`src/hdl/u8sd_pkg.sv`:
```
// ----------------------------------------------------------------------------
// u8sd_pkg
// Shared widths, masks and lead-byte decoding for the UTF-8 stream decoder.
// ----------------------------------------------------------------------------
package u8sd_pkg;

   localparam int ByteWidth = 8;
   localparam int CpWidth   = 31;
   localparam int LenWidth  = 3;
   localparam int SixWidth  = 6;

   typedef logic [ByteWidth-1:0] byte_type;
   typedef logic [CpWidth-1:0]   cp_type;
   typedef logic [LenWidth-1:0]  len_type;

   // Sequence lengths
   localparam len_type LenOne   = 3'd1;
   localparam len_type LenTwo   = 3'd2;
   localparam len_type LenThree = 3'd3;
   localparam len_type LenFour  = 3'd4;
   localparam len_type LenFive  = 3'd5;
   localparam len_type LenSix   = 3'd6;

   typedef struct packed {
      len_type  length;   // 1 means the byte stands alone
      byte_type payload;  // bits kept under the prefix
   } lead_type;

   // Classify a lead byte: longest prefix first
   function automatic lead_type lead_decode(byte_type b);
      lead_type r;
      if ((b & 8'hFE) == 8'hFC) begin
         r.length  = LenSix;
         r.payload = b & 8'h01;
      end else if ((b & 8'hFC) == 8'hF8) begin
         r.length  = LenFive;
         r.payload = b & 8'h03;
      end else if ((b & 8'hF8) == 8'hF0) begin
         r.length  = LenFour;
         r.payload = b & 8'h07;
      end else if ((b & 8'hF0) == 8'hE0) begin
         r.length  = LenThree;
         r.payload = b & 8'h0F;
      end else if ((b & 8'hE0) == 8'hC0) begin
         r.length  = LenTwo;
         r.payload = b & 8'h1F;
      end else begin
         r.length  = LenOne;
         r.payload = b;
      end
      return r;
   endfunction

endpackage

```
`src/hdl/utf8_stream_decoder.sv`:
```
// ----------------------------------------------------------------------------
// utf8_stream_decoder
// Decodes a byte stream into code points (six-byte prefix scheme).
//
// Usage:
//   req_valid/req_stall/req_in_byte carry one raw byte per word. A word is
//   taken at a rising edge with req_valid high and req_stall low.
//   rsp_valid/rsp_stall/rsp_code_point/rsp_seq_length carry one decoded code
//   point per word, issued on the byte that closes a sequence (or on a byte
//   that stands alone). Other bytes give no result word.
//   Throughput: one byte per cycle while no waiting result stalls it. A byte
//   is held in the input register, then decoded by the shift/mask/OR path
//   into the result register, from which the result word is offered until
//   the receiver takes it with rsp_stall low.
//   The single decode stage between these two registers sets the rate.
//   While rsp_stall holds a waiting result, the byte that would produce the
//   next result waits in the input register and req_stall rises; bytes that
//   only extend an open sequence still move on.
//   Reset (synchronous, active high) closes any open sequence and empties
//   both registers.
// ----------------------------------------------------------------------------
module utf8_stream_decoder (
   input  logic              clock,
   input  logic              reset,
   input  logic              req_valid,
   output logic              req_stall,
   input  u8sd_pkg::byte_type req_in_byte,
   output logic              rsp_valid,
   input  logic              rsp_stall,
   output u8sd_pkg::cp_type  rsp_code_point,
   output u8sd_pkg::len_type rsp_seq_length
);
   import u8sd_pkg::*;

   // Input register
   logic     in_valid_ff, in_valid_in;
   byte_type in_byte_ff,  in_byte_in;

   // Decoder state
   cp_type   acc_ff,   acc_in;
   len_type  left_ff,  left_in;
   len_type  total_ff, total_in;

   // Result register
   logic     rsp_valid_ff, rsp_valid_in;
   cp_type   rsp_cp_ff,    rsp_cp_in;
   len_type  rsp_len_ff,   rsp_len_in;

   lead_type lead;
   cp_type   acc_shift;
   logic     emit;
   logic     advance;
   logic     out_free;

   // Decode the held byte
   always_comb begin
      lead      = lead_decode(in_byte_ff);
      acc_shift = {acc_ff[CpWidth-SixWidth-1:0], in_byte_ff[SixWidth-1:0]};
      if (left_ff == '0) begin
         emit = (lead.length == LenOne);
      end else begin
         emit = (left_ff == LenOne);
      end
   end

   // Move the byte on unless its result cannot be stored
   assign out_free  = !rsp_valid_ff || !rsp_stall;
   assign advance   = in_valid_ff && (!emit || out_free);
   assign req_stall = in_valid_ff && !advance;

   // Next state
   always_comb begin
      in_valid_in  = in_valid_ff;
      in_byte_in   = in_byte_ff;
      acc_in       = acc_ff;
      left_in      = left_ff;
      total_in     = total_ff;
      rsp_valid_in = rsp_valid_ff && rsp_stall;
      rsp_cp_in    = rsp_cp_ff;
      rsp_len_in   = rsp_len_ff;

      if (advance) begin
         in_valid_in = 1'b0;
      end
      if (req_valid && !req_stall) begin
         in_valid_in = 1'b1;
         in_byte_in  = req_in_byte;
      end

      if (advance) begin
         if (left_ff == '0) begin
            if (emit) begin
               rsp_valid_in = 1'b1;
               rsp_cp_in    = {{(CpWidth-ByteWidth){1'b0}}, lead.payload};
               rsp_len_in   = LenOne;
            end else begin
               acc_in   = {{(CpWidth-ByteWidth){1'b0}}, lead.payload};
               total_in = lead.length;
               left_in  = lead.length - LenOne;
            end
         end else begin
            left_in = left_ff - LenOne;
            if (emit) begin
               rsp_valid_in = 1'b1;
               rsp_cp_in    = acc_shift;
               rsp_len_in   = total_ff;
               acc_in       = '0;
               total_in     = '0;
            end else begin
               acc_in = acc_shift;
            end
         end
      end
   end

   // Hold state and registered outputs
   always_ff @(posedge clock) begin
      if (reset) begin
         in_valid_ff  <= 1'b0;
         acc_ff       <= '0;
         left_ff      <= '0;
         total_ff     <= '0;
         rsp_valid_ff <= 1'b0;
      end else begin
         in_valid_ff  <= in_valid_in;
         acc_ff       <= acc_in;
         left_ff      <= left_in;
         total_ff     <= total_in;
         rsp_valid_ff <= rsp_valid_in;
      end
      in_byte_ff <= in_byte_in;
      rsp_cp_ff  <= rsp_cp_in;
      rsp_len_ff <= rsp_len_in;
   end

   assign rsp_valid      = rsp_valid_ff;
   assign rsp_code_point = rsp_cp_ff;
   assign rsp_seq_length = rsp_len_ff;

   // Checks on the decoder state and results
   a_left_range : assert property (@(posedge clock) disable iff (reset)
      left_ff <= LenFive)
      else $error("bytes left out of range");

   a_total_open : assert property (@(posedge clock) disable iff (reset)
      left_ff != '0 |-> (total_ff > left_ff && total_ff <= LenSix))
      else $error("open sequence without a consistent length");

   a_len_range : assert property (@(posedge clock) disable iff (reset)
      rsp_valid_ff |-> (rsp_len_ff >= LenOne && rsp_len_ff <= LenSix))
      else $error("result length out of range");

   a_single_narrow : assert property (@(posedge clock) disable iff (reset)
      rsp_valid_ff && rsp_len_ff == LenOne |-> rsp_cp_ff[CpWidth-1:ByteWidth] == '0)
      else $error("single byte result wider than a byte");

endmodule
```
`config.mk`:
```
export PLATFORM = sky130hd
export DESIGN_NAME = utf8_stream_decoder
export DESIGN_NICKNAME = d
export VERILOG_FILES = /design/src/hdl/u8sd_pkg.sv /design/src/hdl/utf8_stream_decoder.sv
export SDC_FILE = /design/constraint.sdc
export NUM_CORES = 1
export LEC_CHECK = 0
export ABC_AREA = 1
export CORE_ASPECT_RATIO = 1.1
export CORE_MARGIN = 10
export CORE_UTILIZATION = 30
export CTS_BUF_LIST = sky130_fd_sc_hd__clkbuf_4 sky130_fd_sc_hd__clkbuf_8
export CTS_CLUSTER_SIZE = 20
export DETAILED_ROUTE_END_ITERATION = 10
export DONT_BUFFER_PORTS = 1
export SLEW_MARGIN = 0
export SYNTH_ARGS = -nofsm -noshare
export SYNTH_HDL_FRONTEND = slang
export SYNTH_SLANG_ARGS = --single-unit
```
`constraint.sdc`:
```
create_clock -name clock -period 3.5 [get_ports clock]
set_clock_uncertainty 0.05 [all_clocks]
set_input_delay 0.525 -clock clock [delete_from_list [all_inputs] [get_ports clock]]
set_output_delay 0.525 -clock clock [all_outputs]
set_load 0.01 [all_outputs]
```
==> metrics.md <==
| Metric | Value |
|---|---|
| Status | `finished, final reports clean` |
| Hold_sp | `reset` |
| Final setup violation count | `0` |
| Die area | `between 15000 and 20000 um2` |
| Final Cell Area | `3565 um2` |
| Sw Share | `~28%` |
| Synth Area in Simple Gates | `22.12%` |
| Post-DR wirelength/cell | `13.61 um` |
| CTS tree | `built` |
| Syn_area_per_cell | `between 9 and 10 um2` |
| Post-route ant nets | `0` |
| Area after DPL | `3368 um2` |
| Root Driver | `clkbuf_8` |
| Tcrit/Tclk final | `about 84%` |
| CTS clk-pin slew, worst paths | `0.08 ns` |
| Hold Crit Class | `primary input to register` |
| Initial antenna violation count | `0` |
| Area grow syn2layout | `8.865%` |
| Clock power frac | `34.6%` |
| Layout cell share with drive strength beyond 1 | `11.52%` |
| Fillers | `1102` |
| Tmin final | `2.936 ns` |
| DR vias | `2206` |
| Die height | `between 100 and 150 um` |
| I/O Buffers | `0` |
| Worst slew pin tran | `1.036 ns` |
| Seq/Total Area, Yosys | `roughly three fifths` |
| # resized after CTS | `0` |
| Final Hold Fails | `0` |
| Fmax | `340.6 MHz` |
| DPL Wire Length | `4710 um` |
| Core area | `10540 um2` |
| Max VDD drop | `0.0002110 V` |
| Crit-path cells | `nand3_1 -> nor2_1 -> inv_1 -> nand2_1 -> nor2_1 -> ha_1 -> inv_1 -> nor2_1 -> nand3_4 -> nand2_4 -> nand3_1 -> inv_1` |
| Routed WL | `6793 um` |
| CP Class | `register to primary output` |
| Num CTS Buffers | `9` |
| First-pass GRT wire length | `11500 um` |
| CP Launch Type | `register` |
| Fin. max-slew vios | `0` |
| Synth Register Bits | `75` |
| Fraction of synthesized area in multiplexers | `0%` |
| Clock buffer depth | `2` |
| Total GRT Usage | `under 10%` |
| Pleak | `1.449 nW` |
| Synth Area in Adders | `1.911%` |
| Pwr Density | `544.8 nW/um2` |
| Syn nets | `369` |
| Vias in the first global route | `2243` |
| Rel. slew slack | `between 30% and 40%` |
| GRT overflow | `0` |
| Synthesized area | `3274 um2` |
| Worst Setup SP | `in_byte_ff[5]` |
| Critical Path RT | `approximately 2.9 ns` |
| Netlist cell types | `33` |
| Residual DRC count | `0` |
| Slowest library cell on the worst path | `edfxtp_1` |
| Flop pwr share | `52.8%` |
| Int Pwr | `0.001394 W` |
| Chip Width | `119.6 um` |
| Clk sink count | `between 70 and 80` |
| Buf/Inv on CP | `3` |
| Hold buffer count at cts | `0` |
| Initial core utilization | `31.07%` |
| Post-synthesis compound-gate area fraction | `7.948%` |
| Combinational fraction of design power | `12.7%` |
| Reg-to-Reg Start | `in_byte_ff[5]` |
| DR pass1 iterations | `5` |
| Max-cap viol count | `0` |
| PnR Total Power | `between 0.0015 and 0.002 W` |
| Final nets | `368` |
| ANT cells | `0` |
| Iter 0 DRT Violations | `197` |
| Largest family of logic cells by synthesized area | `simple AND/OR/NAND/NOR gates` |
| Critical Path Max Stage Delay | `0.46 ns` |
| CP top delay family | `simple AND/OR/NAND/NOR gates` |
| Cell row count | `39` |
| Worst skew pair latency | `0.35 ns` |
| Global placement routability congestion | `0.8484` |
| Final core utilization | `between 30% and 40%` |
| I/O Pins | `48` |
| Vias per cell | `~4.4` |
| Setup bufs post-CTS | `0` |
| Max FO, Critical Path | `5` |
| Arr. time, crit path | `2.36 ns` |
| CP Capture Type | `primary output` |
| P_sw | `0.0005475 W` |
| H-tree depth | `3` |
| Yosys warns | `0` |
| Syn Inst Count | `approximately 350` |
| Largest net degree at the start of global routing | `43` |
| Xor and xnor area share after synthesis | `0%` |
| Final TNS setup | `0 ns` |
| RSZ-0062 raised after global routing | `false` |
## through the flow
stage	instances	hold slack, ns	setup slack [ns]
after detailed placement	483	0.4013	0.8615
after global routing	499	0.1395	0.3144
after floorplan	352	0.3767	0.7939
after CTS	499	0.1545	0.5446
after global placement	483	0.3973	1.051
final	499	0.1795	0.5642
## per-layer routing
metal / wire [um] / share of wire, % / track usage (%)
met5: 0 / 0 / 0
met3: 575 / 8.5 / 4.561
met2: 2895 / 43 / 13.60
met4: 91 / 1.3 / 3.267
met1: 3230 / 48 / 11.71
## cell usage in the layout, fill, tap and decap left out, types with 2 or more instances in the layout
cell type  Yosys  final
a21oi_1       22     22
a21oi_2        5      5
buf_4          1      3
clkbuf_8       0      9
clkinv_2       0      2
dfxtp_1       33     33
edfxtp_1      42     42
ha_1           5      5
inv_1         49     49
inv_6          0      2
nand2_1       75     75
nand2_2        2      2
nand2_4        2      2
nand3_1       13     13
nand3_2        4      4
nor2_1        63     63
o21ai_0        9      9
## cell usage after synthesis
cell type	n	share of area [%]
nand2_1	75	8.6
nor2_1	63	7.2
inv_1	49	5.6
edfxtp_1	42	39
dfxtp_1	33	20
a21oi_1	22	3.4
nand3_1	13	2.0
o21ai_0	9	1.4
a21oi_2	5	1.3
clkbuf_1	5	0.57
ha_1	5	1.9
nand3_2	4	1.2
buf_2	3	0.46
buf_6	3	1.0
nand2_2	2	0.38
nand2_4	2	0.69
buf_12	1	0.61
buf_4	1	0.23
clkbuf_2	1	0.15
clkbuf_4	1	0.23
clkinv_1	1	0.11
inv_2	1	0.11
inv_4	1	0.19
nand3_4	1	0.54
nand3b_4	1	0.61
nand4_1	1	0.19
nor2_2	1	0.19
nor2_4	1	0.34
nor3_1	1	0.15
o2111ai_2	1	0.46
o211ai_4	1	0.65
o21bai_4	1	0.57
o22ai_1	1	0.19
## worst paths after layout
path              slack, ns  cells past startpoint         end
setup / recovery       0.56                     12   req_stall
hold / removal         0.18                      1  acc_ff[10]
setup reg to reg       0.86                     13   acc_ff[7]
hold reg to reg        0.41                      2  acc_ff[22]
## sequential cells by signal (all words and copies together), names as in the netlist
register        flops
rsp_seq_length      3
rsp_code_point     31
left_ff             3
in_byte_ff          8
rsp_valid           1
total_ff            3
in_valid_ff         1
acc_ff             25
## kinds of logic after synthesis
family / after synthesis
simple gates: 165
buf+inv: 67
fa+ha+maj: 5
flops: 75
compound gates: 40
## worst register-to-register path, delay by kind of cell, from the launching register on
family          cells  cell delay [ns]
fa+ha+maj           1             0.20
flops               1             0.46
simple gates        7             0.96
compound gates      2             0.52
buf+inv             3             0.35
## power by group through the flow
stage | registers, W | clock network, W | logic [W]
after floorplan | 0.00103 | 0 | 0.000216
after detailed placement | 0.00105 | 0 | 0.000247
after CTS | 0.00103 | 0.000697 | 0.000249
final | 0.00102 | 0.000671 | 0.000246
after global routing | 0.00103 | 0.000739 | 0.000285
after global placement | 0.00105 | 0 | 0.000244
## cell type report
type                       count  area (um2)  area share (%)
clock buffer                  10       131.4           3.686
clock inverter                 6       65.06           1.825
inverter                      52       197.7           5.546
multi-input combinational    210        1047           29.38
sequential                    75        1922           53.91
tap                          143       178.9           5.019
timing repair buffer           3       22.52          0.6318
No activity file was read; power rests on OpenSTA's default activity.
